### src/rtl/http_header_tokenizer_top_defines.svh
// Shared assertion macros for the header tokenizer.
`ifndef HTTP_HEADER_TOKENIZER_TOP_DEFINES_SVH
`define HTTP_HEADER_TOKENIZER_TOP_DEFINES_SVH

// Clocked assertion, held off while reset is asserted.
`define HHT_ASSERT(label, prop, msg) \
  label: assert property (@(posedge clk_i) disable iff (!rst_ni) (prop)) else $error(msg);

// Clocked assertion that is also checked during reset.
`define HHT_ASSERT_ALWAYS(label, prop, msg) \
  label: assert property (@(posedge clk_i) (prop)) else $error(msg);

`endif

### src/rtl/hht_pkg.sv
package hht_pkg;

  // Character codes
  localparam logic [7:0] CH_CR      = 8'h0D;
  localparam logic [7:0] CH_LF      = 8'h0A;
  localparam logic [7:0] CH_COLON   = 8'h3A;
  localparam logic [7:0] CH_SPACE   = 8'h20;
  localparam logic [7:0] CH_TAB     = 8'h09;
  localparam logic [7:0] CH_UPPER_A = 8'h41;
  localparam logic [7:0] CH_UPPER_Z = 8'h5A;
  localparam logic [7:0] CASE_OFFSET = 8'h20;

  // Max tokens one byte can produce
  localparam int unsigned MaxTokens = 3;
  localparam int unsigned QueueDepthDefault = 4;

  typedef enum logic [2:0] {
    KIND_NAME     = 3'd0,
    KIND_VALUE    = 3'd1,
    KIND_LINE_END = 3'd2,
    KIND_VALID    = 3'd3,
    KIND_INVALID  = 3'd4
  } tok_kind_e;

  typedef struct packed {
    logic [7:0] data;
    tok_kind_e  kind;
  } token_t;

  // All tokens caused by one input byte
  typedef struct packed {
    logic [1:0]                 count;
    token_t [MaxTokens-1:0]     tok;
  } bundle_t;

  // Append one token to a bundle, extra tokens are dropped
  function automatic bundle_t put_token(bundle_t b, logic [7:0] data, tok_kind_e kind);
    bundle_t r;
    r = b;
    if (r.count != 2'd3) begin
      r.tok[r.count].data = data;
      r.tok[r.count].kind = kind;
      r.count = r.count + 2'd1;
    end
    return r;
  endfunction

endpackage

### src/rtl/http_header_tokenizer_top.sv
// HTTP/1.1 header tokenizer. Message bytes enter one per cycle on the in
// channel; the first line is dropped, header names come out lower case, the
// colon and leading blanks are removed, and each header line ends in a
// line-end token. A blank line yields a "valid" token, a missing colon or an
// early message end an "invalid" token. Each byte yields zero to three
// tokens, flagged by run_end on the last one. The classifier takes a byte
// every cycle while the token queue (QueueDepth entries, one per byte) has
// room; the output side emits one token per cycle while out_ready_i is high,
// so bytes giving at most one token sustain one byte per cycle; others are
// held to the token rate. Tokens pass the queue, then the emitter register.
module http_header_tokenizer_top #(
  parameter int unsigned QueueDepth = hht_pkg::QueueDepthDefault
) (
  input  logic       clk_i,
  input  logic       rst_ni,
  input  logic       in_valid_i,
  output logic       in_ready_o,
  input  logic [7:0] in_byte_i,
  input  logic       in_final_i,
  output logic       out_valid_o,
  input  logic       out_ready_i,
  output logic [7:0] tok_byte_o,
  output logic [2:0] tok_kind_o,
  output logic       run_end_o
);
  import hht_pkg::*;

  logic    push, full, pop, q_valid;
  bundle_t push_data, pop_data;

  // Byte classifier
  hht_front u_front (
    .clk_i       (clk_i),
    .rst_ni      (rst_ni),
    .in_valid_i  (in_valid_i),
    .in_ready_o  (in_ready_o),
    .in_byte_i   (in_byte_i),
    .in_final_i  (in_final_i),
    .push_o      (push),
    .push_data_o (push_data),
    .full_i      (full)
  );

  // Token bundle queue
  hht_fifo #(
    .Depth (QueueDepth)
  ) u_fifo (
    .clk_i       (clk_i),
    .rst_ni      (rst_ni),
    .push_i      (push),
    .push_data_i (push_data),
    .full_o      (full),
    .pop_i       (pop),
    .valid_o     (q_valid),
    .pop_data_o  (pop_data)
  );

  // Token emitter
  hht_back u_back (
    .clk_i       (clk_i),
    .rst_ni      (rst_ni),
    .q_valid_i   (q_valid),
    .q_data_i    (pop_data),
    .q_pop_o     (pop),
    .out_valid_o (out_valid_o),
    .out_ready_i (out_ready_i),
    .tok_byte_o  (tok_byte_o),
    .tok_kind_o  (tok_kind_o),
    .run_end_o   (run_end_o)
  );

endmodule

### src/rtl/hht_fifo.sv
module hht_fifo #(
  parameter int unsigned Depth = hht_pkg::QueueDepthDefault
) (
  input  logic             clk_i,
  input  logic             rst_ni,
  input  logic             push_i,
  input  hht_pkg::bundle_t push_data_i,
  output logic             full_o,
  input  logic             pop_i,
  output logic             valid_o,
  output hht_pkg::bundle_t pop_data_o
);
  import hht_pkg::*;

  localparam int unsigned IdxW = (Depth > 1) ? $clog2(Depth) : 1;
  localparam int unsigned CntW = $clog2(Depth + 1);

  bundle_t          mem_q [Depth];
  logic [IdxW-1:0]  wr_ptr_q, wr_ptr_d;
  logic [IdxW-1:0]  rd_ptr_q, rd_ptr_d;
  logic [CntW-1:0]  cnt_q, cnt_d;
  logic             do_push, do_pop;

  assign full_o     = (cnt_q == CntW'(Depth));
  assign valid_o    = (cnt_q != '0);
  assign pop_data_o = mem_q[rd_ptr_q];
  assign do_push    = push_i && !full_o;
  assign do_pop     = pop_i && valid_o;

  // Pointer and occupancy update
  always_comb begin
    wr_ptr_d = wr_ptr_q;
    rd_ptr_d = rd_ptr_q;
    cnt_d    = cnt_q;
    if (do_push) begin
      wr_ptr_d = (wr_ptr_q == IdxW'(Depth - 1)) ? '0 : wr_ptr_q + IdxW'(1);
    end
    if (do_pop) begin
      rd_ptr_d = (rd_ptr_q == IdxW'(Depth - 1)) ? '0 : rd_ptr_q + IdxW'(1);
    end
    if (do_push && !do_pop) begin
      cnt_d = cnt_q + CntW'(1);
    end else if (do_pop && !do_push) begin
      cnt_d = cnt_q - CntW'(1);
    end
  end

  always_ff @(posedge clk_i or negedge rst_ni) begin
    if (!rst_ni) begin
      wr_ptr_q <= '0;
      rd_ptr_q <= '0;
      cnt_q    <= '0;
    end else begin
      wr_ptr_q <= wr_ptr_d;
      rd_ptr_q <= rd_ptr_d;
      cnt_q    <= cnt_d;
    end
  end

  // Storage, no reset needed
  always_ff @(posedge clk_i) begin
    if (do_push) begin
      mem_q[wr_ptr_q] <= push_data_i;
    end
  end

`include "http_header_tokenizer_top_defines.svh"

  `HHT_ASSERT(a_cnt_bound, cnt_q <= CntW'(Depth), "fifo occupancy above depth")
  `HHT_ASSERT(a_ptr_match,
              (wr_ptr_q == rd_ptr_q) |-> (cnt_q == '0 || full_o),
              "fifo pointers disagree with occupancy")

endmodule

### src/rtl/hht_front.sv
module hht_front (
  input  logic             clk_i,
  input  logic             rst_ni,
  input  logic             in_valid_i,
  output logic             in_ready_o,
  input  logic [7:0]       in_byte_i,
  input  logic             in_final_i,
  output logic             push_o,
  output hht_pkg::bundle_t push_data_o,
  input  logic             full_i
);
  import hht_pkg::*;

  localparam logic [2:0] PH_FIRST  = 3'd0;
  localparam logic [2:0] PH_START  = 3'd1;
  localparam logic [2:0] PH_NAME   = 3'd2;
  localparam logic [2:0] PH_BLANKS = 3'd3;
  localparam logic [2:0] PH_VALUE  = 3'd4;

  typedef struct packed {
    logic [2:0] phase;
    logic       cr;
    bundle_t    bnd;
  } work_t;

  // Byte inside a header name
  function automatic work_t name_byte(work_t w, logic [7:0] b);
    work_t      r;
    logic [7:0] c;
    r = w;
    c = b;
    if (b == CH_COLON) begin
      r.phase = PH_BLANKS;
    end else if (b == CH_CR) begin
      r.cr = 1'b1;
    end else begin
      if (b >= CH_UPPER_A && b <= CH_UPPER_Z) begin
        c = b + CASE_OFFSET;
      end
      r.bnd = put_token(r.bnd, c, KIND_NAME);
    end
    return r;
  endfunction

  // Byte inside a header value
  function automatic work_t value_byte(work_t w, logic [7:0] b);
    work_t r;
    r = w;
    if (b == CH_CR) begin
      r.cr = 1'b1;
    end else begin
      r.bnd = put_token(r.bnd, b, KIND_VALUE);
    end
    return r;
  endfunction

  logic [2:0] phase_q;
  logic       cr_q;
  logic       finished_q, finished_d;
  work_t      w;
  logic       accept;

  assign in_ready_o = !full_i;
  assign accept     = in_valid_i && in_ready_o;

  // Classify the byte and build its token bundle
  always_comb begin
    w.phase    = phase_q;
    w.cr       = cr_q;
    w.bnd      = '0;
    finished_d = finished_q;
    if (!finished_q) begin
      unique case (phase_q)
        PH_START: begin
          if (w.cr) begin
            w.cr = 1'b0;
            if (in_byte_i == CH_LF) begin
              w.bnd      = put_token(w.bnd, 8'h00, KIND_VALID);
              finished_d = 1'b1;
            end else begin
              w.bnd   = put_token(w.bnd, CH_CR, KIND_NAME);
              w.phase = PH_NAME;
              w       = name_byte(w, in_byte_i);
            end
          end else if (in_byte_i == CH_CR) begin
            w.cr = 1'b1;
          end else begin
            w.phase = PH_NAME;
            w       = name_byte(w, in_byte_i);
          end
        end
        PH_NAME: begin
          if (w.cr) begin
            w.cr = 1'b0;
            if (in_byte_i == CH_LF) begin
              // line without a colon
              w.bnd      = put_token(w.bnd, 8'h00, KIND_INVALID);
              finished_d = 1'b1;
            end else begin
              w.bnd = put_token(w.bnd, CH_CR, KIND_NAME);
              w     = name_byte(w, in_byte_i);
            end
          end else begin
            w = name_byte(w, in_byte_i);
          end
        end
        PH_BLANKS: begin
          if (in_byte_i != CH_SPACE && in_byte_i != CH_TAB) begin
            w.phase = PH_VALUE;
            w       = value_byte(w, in_byte_i);
          end
        end
        PH_VALUE: begin
          if (w.cr) begin
            w.cr = 1'b0;
            if (in_byte_i == CH_LF) begin
              w.bnd   = put_token(w.bnd, 8'h00, KIND_LINE_END);
              w.phase = PH_START;
            end else begin
              w.bnd = put_token(w.bnd, CH_CR, KIND_VALUE);
              w     = value_byte(w, in_byte_i);
            end
          end else begin
            w = value_byte(w, in_byte_i);
          end
        end
        default: begin
          // first line is skipped up to its CRLF
          if (w.cr && in_byte_i == CH_LF) begin
            w.cr    = 1'b0;
            w.phase = PH_START;
          end else begin
            w.cr = (in_byte_i == CH_CR);
          end
        end
      endcase
    end
    // End of message: flag a missing blank line, then start over
    if (in_final_i) begin
      if (!finished_d) begin
        w.bnd = put_token(w.bnd, 8'h00, KIND_INVALID);
      end
      w.phase    = PH_FIRST;
      w.cr       = 1'b0;
      finished_d = 1'b0;
    end
  end

  assign push_o      = accept && (w.bnd.count != 2'd0);
  assign push_data_o = w.bnd;

  always_ff @(posedge clk_i or negedge rst_ni) begin
    if (!rst_ni) begin
      phase_q    <= PH_FIRST;
      cr_q       <= 1'b0;
      finished_q <= 1'b0;
    end else if (accept) begin
      phase_q    <= w.phase;
      cr_q       <= w.cr;
      finished_q <= finished_d;
    end
  end

`include "http_header_tokenizer_top_defines.svh"

  `HHT_ASSERT(a_final_resets,
              (accept && in_final_i) |=> (phase_q == PH_FIRST && !cr_q && !finished_q),
              "message end did not restore parser state")
  `HHT_ASSERT(a_finished_no_cr, finished_q |-> !cr_q, "held CR after header block finished")

endmodule

### src/rtl/hht_back.sv
module hht_back (
  input  logic             clk_i,
  input  logic             rst_ni,
  input  logic             q_valid_i,
  input  hht_pkg::bundle_t q_data_i,
  output logic             q_pop_o,
  output logic             out_valid_o,
  input  logic             out_ready_i,
  output logic [7:0]       tok_byte_o,
  output logic [2:0]       tok_kind_o,
  output logic             run_end_o
);
  import hht_pkg::*;

  logic       busy_q, busy_d;
  bundle_t    cur_q, cur_d;
  logic [1:0] idx_q, idx_d;
  logic       last, take;

  assign last        = (idx_q == cur_q.count - 2'd1);
  assign take        = busy_q && out_ready_i;
  assign q_pop_o     = q_valid_i && (!busy_q || (take && last));
  assign out_valid_o = busy_q;
  assign tok_byte_o  = cur_q.tok[idx_q].data;
  assign tok_kind_o  = cur_q.tok[idx_q].kind;
  assign run_end_o   = last;

  // Step through the tokens of the current bundle
  always_comb begin
    busy_d = busy_q;
    cur_d  = cur_q;
    idx_d  = idx_q;
    if (q_pop_o) begin
      busy_d = 1'b1;
      cur_d  = q_data_i;
      idx_d  = 2'd0;
    end else if (take && last) begin
      busy_d = 1'b0;
    end else if (take) begin
      idx_d = idx_q + 2'd1;
    end
  end

  always_ff @(posedge clk_i or negedge rst_ni) begin
    if (!rst_ni) begin
      busy_q <= 1'b0;
      idx_q  <= 2'd0;
    end else begin
      busy_q <= busy_d;
      idx_q  <= idx_d;
    end
  end

  always_ff @(posedge clk_i) begin
    cur_q <= cur_d;
  end

`include "http_header_tokenizer_top_defines.svh"

  `HHT_ASSERT(a_bundle_nonempty, q_valid_i |-> (q_data_i.count != 2'd0), "empty bundle queued")
  `HHT_ASSERT(a_run_continues, (take && !last) |=> out_valid_o, "token run broken off before its end")

endmodule

### config.mk
export PLATFORM = sky130hd
export DESIGN_NAME = http_header_tokenizer_top
export DESIGN_NICKNAME = d
export VERILOG_FILES = /design/src/rtl/hht_pkg.sv /design/src/rtl/http_header_tokenizer_top.sv /design/src/rtl/hht_fifo.sv /design/src/rtl/hht_front.sv /design/src/rtl/hht_back.sv
export VERILOG_INCLUDE_DIRS = /design/src /design/src/rtl
export SDC_FILE = /design/constraint.sdc
export NUM_CORES = 1
export LEC_CHECK = 0
export BUFFER_PORTS_ARGS = -buffer_cell sky130_fd_sc_hd__clkbuf_2
export CORE_AREA = 2 2 124 174
export CTS_BUF_LIST = sky130_fd_sc_hd__clkbuf_2
export DETAILED_ROUTE_END_ITERATION = 12
export DIE_AREA = 0 0 126 176
export PLACE_DENSITY = 0.53
export SLEW_MARGIN = 10
export SYNTH_ARGS = -nofsm -noshare
export SYNTH_HDL_FRONTEND = slang
export SYNTH_SLANG_ARGS = --single-unit
export TNS_END_PERCENT = 50
### constraint.sdc
create_clock -name clk_i -period 3.8 [get_ports clk_i]
set_clock_uncertainty 0.2 [all_clocks]
set_input_delay 0.19 -clock clk_i [delete_from_list [all_inputs] [get_ports clk_i]]
set_output_delay 0.19 -clock clk_i [all_outputs]
set_load 0.03 [all_outputs]
==> flow_metrics.tcl <==
set metrics [dict create \
    areaGrowthSynthToFinish_pct 14.2 \
    core_um2 20500 \
    wl_per_cell_um 17.2 \
    swShare 0.337 \
    grt-ovfl-total 0 \
    antenna_found_initial 1 \
    ant_nets 0 \
    status "complete, no violations" \
    crit_start "u_front.phase_q[0]$_DFFE_PN0P_" \
    yosysWarningCount 0 \
    num_rows 62 \
    fmax_mhz 283 \
    powerDensity_nw_per_um2 602 \
    ys_ff_latch 135 \
    slew_violations 0 \
    initial_utilization 0.297 \
    dr.max_layer_used "met4" \
    p_switching_mw 1.41 \
    drive_gt1_frac 0.246 \
    synth_edf_count 120 \
    timing.final.crit_share 0.930 \
    final_nets 476 \
    io_pins 27 \
    tightest_slew_ps 991 \
    postLayoutCoreUtil 0.339 \
    clk_pin_slew_ps 210 \
    die-area_um2 22200 \
    worstPathRequired_ps 4200 \
    ys.flop_type "edfxtp_1" \
    numCtsBuffers 17 \
    multi_input_area_um2 1970 \
    start_kind "flop" \
    r2r_start "u_front.phase_q[0]$_DFFE_PN0P_" \
    synth_top_cell_area_share 0.593 \
    grt_pass1_wl_mm 20.3 \
    via_per_inst 4.92 \
    first_iter_violations 181 \
    hold_class "input pin to flop" \
    power_frac_seq 0.483 \
    grt_max_degree 28 \
    maxCapViolations 0 \
    intPower_mw 2.77 \
    cts_tree "built" \
    regArea_um2 3980 \
    rsz0062_at_grt "false" \
    yosysSeqAreaShare 0.655 \
    ys_types 58 \
    maxSlewHeadroom 0.322 \
    gp_congestion 0.898 \
    fillers 2017 \
    min_period_ps 3530 \
    cp.arrival_ps 3930 \
    grt_pass1_vias 3759 \
    grt.total_usage 0.119 \
    clockBufferDepth 2 \
    syn_avg_cell_area_um2 15.0 \
    drc 0 \
    fin_tns_setup_ps 0 \
    syn_nets 427 \
    routed_wl_mm 12.4 \
    finalPower_mw 4.17 \
    async_flop_share 0.111 \
    power.leakage_nw 2.38 \
    finalSetupViolCount 0 \
    worst_ir_drop_vdd_mv 0.251 \
    netlist_instances 406 \
    insertion_delay_ps 660 \
    critPathCaptureType "flop" \
    fp.dieH_um 176 \
    critical_path_class "flop to flop" \
    pwr-share-comb 0.306 \
    synth_area_um2 6070 \
    clock_sinks 135 \
    finalHoldViolCount 0 \
    netlist.top_cell.by_area "edfxtp_1" \
    dp_hpwl_mm 8.54 \
    synth.area.top_cells "edfxtp_1, mux4_2, dfrtp_1" \
    pwr-share-clk 0.211 \
    first_pass_iters 4 \
    h-tree-depth 4 \
    root_buffer "clkbuf_2" \
    wl_met1_mm 5.21 \
    io_buffer_count 26 \
    worstPathMaxFanout 9 \
    wl_met3_um 352 \
    met2_length_mm 6.52 \
    vias 3568 \
    min_from "in_final_i" \
    die_w_um 126 \
]
==> layout make-up <==
cell class | count | share of cell area
Antenna cell | 1 | 0.000361
Clock inverter | 15 | 0.0240
Multi-Input combinational cell | 235 | 0.283
Sequential cell | 135 | 0.574
Tap cell | 256 | 0.0462
Clock buffer | 17 | 0.0123
Inverter | 14 | 0.00758
Timing Repair Buffer | 52 | 0.0527
==> final timing paths <==
path | end | slack, ps | depth (start not counted)
worst max-delay path | u_fifo.cnt_q[2]$_DFFE_PN0P_ | 270 | 12
worst min-delay path | u_front.cr_q$_DFFE_PN0P_ | 140 | 3
worst max register to register | u_fifo.cnt_q[2]$_DFFE_PN0P_ | 270 | 12
worst min register to register | u_fifo.cnt_q[2]$_DFFE_PN0P_ | 310 | 1
max in group asynchronous | u_fifo.wr_ptr_q[0]$_DFFE_PN0P_ | 2470 | 3
min in group asynchronous | u_back.out_valid_o$_DFFE_PN0P_ | 440 | 3
==> per-stage QoR <==
step                area (um2)  instances  worst slack [ps]  hold slack [ps]
floorplan                 6080        406              33.8             -306
CTS                       6930        724               260             51.6
detailed placement        6520        676               331            -38.2
global placement          6520        676               380            -46.7
finish                    6940        725               266              136
global route              6940        725              31.4              107
==> synth_stat cells, types with 2 or more instances <==
library cell  count
o21a_1            2
mux2_2            4
ha_1              7
clkbuf_1         13
o2bb2ai_1         4
xor2_1            2
a32oi_1           2
dfrtp_1          15
a21o_1            3
nand2_1          21
nand4_1           2
mux4_2           24
inv_1            14
nor2_1           33
a31oi_1           4
o21ai_0          16
nand2b_1          7
nor3b_1           3
nor2b_1           4
o22ai_1           2
mux2i_1          12
buf_1             3
nor4_1            8
a22oi_1           3
nand3_1           7
and2_1            3
a211oi_1          2
or2_2             3
or4_1             2
and3_1            4
buf_2             6
nor3_1            9
mux2_4            2
a21oi_1          11
and4bb_2          2
nand3b_1          2
edfxtp_1        120
a22o_1            2
xnor2_1           3
o21bai_1          2
==> metal layers <==
metal / vias to the layer above / global-route usage
li1: 1681 / -
met1: 1793 / 0.137
met2: 69 / 0.208
met3: 25 / 0.0242
met4: 0 / 0.0604
met5: - / 0
==> power groups by stage <==
| stage | registers, mW | logic (mW) | clock network [mW] |
|---|---|---|---|
| finish | 2.02 | 1.28 | 0.880 |
| global route | 2.05 | 1.41 | 0.978 |
| CTS | 2.02 | 1.33 | 0.914 |
| detailed placement | 2.06 | 1.31 | 0 |
| global placement | 2.05 | 1.29 | 0 |
| floorplan | 2.01 | 0.982 | 0 |
==> cell usage in the layout, fill, tap and decap left out, types with 3 or more instances in the layout <==
| cell | count |
|---|---|
| xnor2_1 | 3 |
| nor4_1 | 8 |
| a21o_1 | 3 |
| mux2i_1 | 12 |
| nand3_1 | 7 |
| mux4_2 | 24 |
| inv_6 | 5 |
| and3_1 | 4 |
| nor2_1 | 29 |
| a31oi_1 | 4 |
| ha_1 | 7 |
| or2_2 | 3 |
| nor2_2 | 4 |
| inv_1 | 14 |
| o2bb2ai_1 | 4 |
| nand2_1 | 21 |
| dfrtp_1 | 15 |
| mux2_2 | 4 |
| nand2b_1 | 7 |
| nor3b_1 | 3 |
| nor2b_1 | 4 |
| and2_1 | 3 |
| nor3_1 | 9 |
| edfxtp_1 | 120 |
| clkinv_4 | 3 |
| o21ai_0 | 16 |
| a21oi_1 | 10 |
| buf_4 | 10 |
| dlygate4sd3_1 | 16 |
| a22oi_1 | 3 |
| clkbuf_2 | 43 |
==> cells by family after synthesis <==
logic type	after synthesis	synth area share
fa+ha+maj	8	0.0177
flops	135	0.655
xor+xnor	5	0.00721
buf+inv	36	0.0235
simple gates	116	0.102
mux	42	0.121
compound gates	64	0.0738
==> registers in the layout, summed over array words and instances, names as in the netlist <==
name and flops:
u_fifo.cnt_q 3, u_front.cr_q 1, u_back.cur_q 24, u_front.phase_q 3
u_front.finished_q 1, u_fifo.mem_q 96, u_back.idx_q 2, u_back.out_valid_o 1
u_fifo.wr_ptr_q 2, u_fifo.rd_ptr_q 2
==> worst max-delay path: stages (launching register included) <==
cell	delay, ps
dfrtp_1	520
xnor2_1	170
or2_2	350
or4_1	550
a21oi_2	310
o41ai_4	160
inv_1	100
ha_1	170
inv_1	70
fa_1	430
xor2_1	170
nor2_1	110
xor2_1	150
==> what timing repair did <==
item                                   CTS  global route
hold buffers                            16             0
endpoints found under the hold margin  130             0
gates resized for setup                  0             0
setup buffers                            0             0
(Power assumes the default switching activity.)
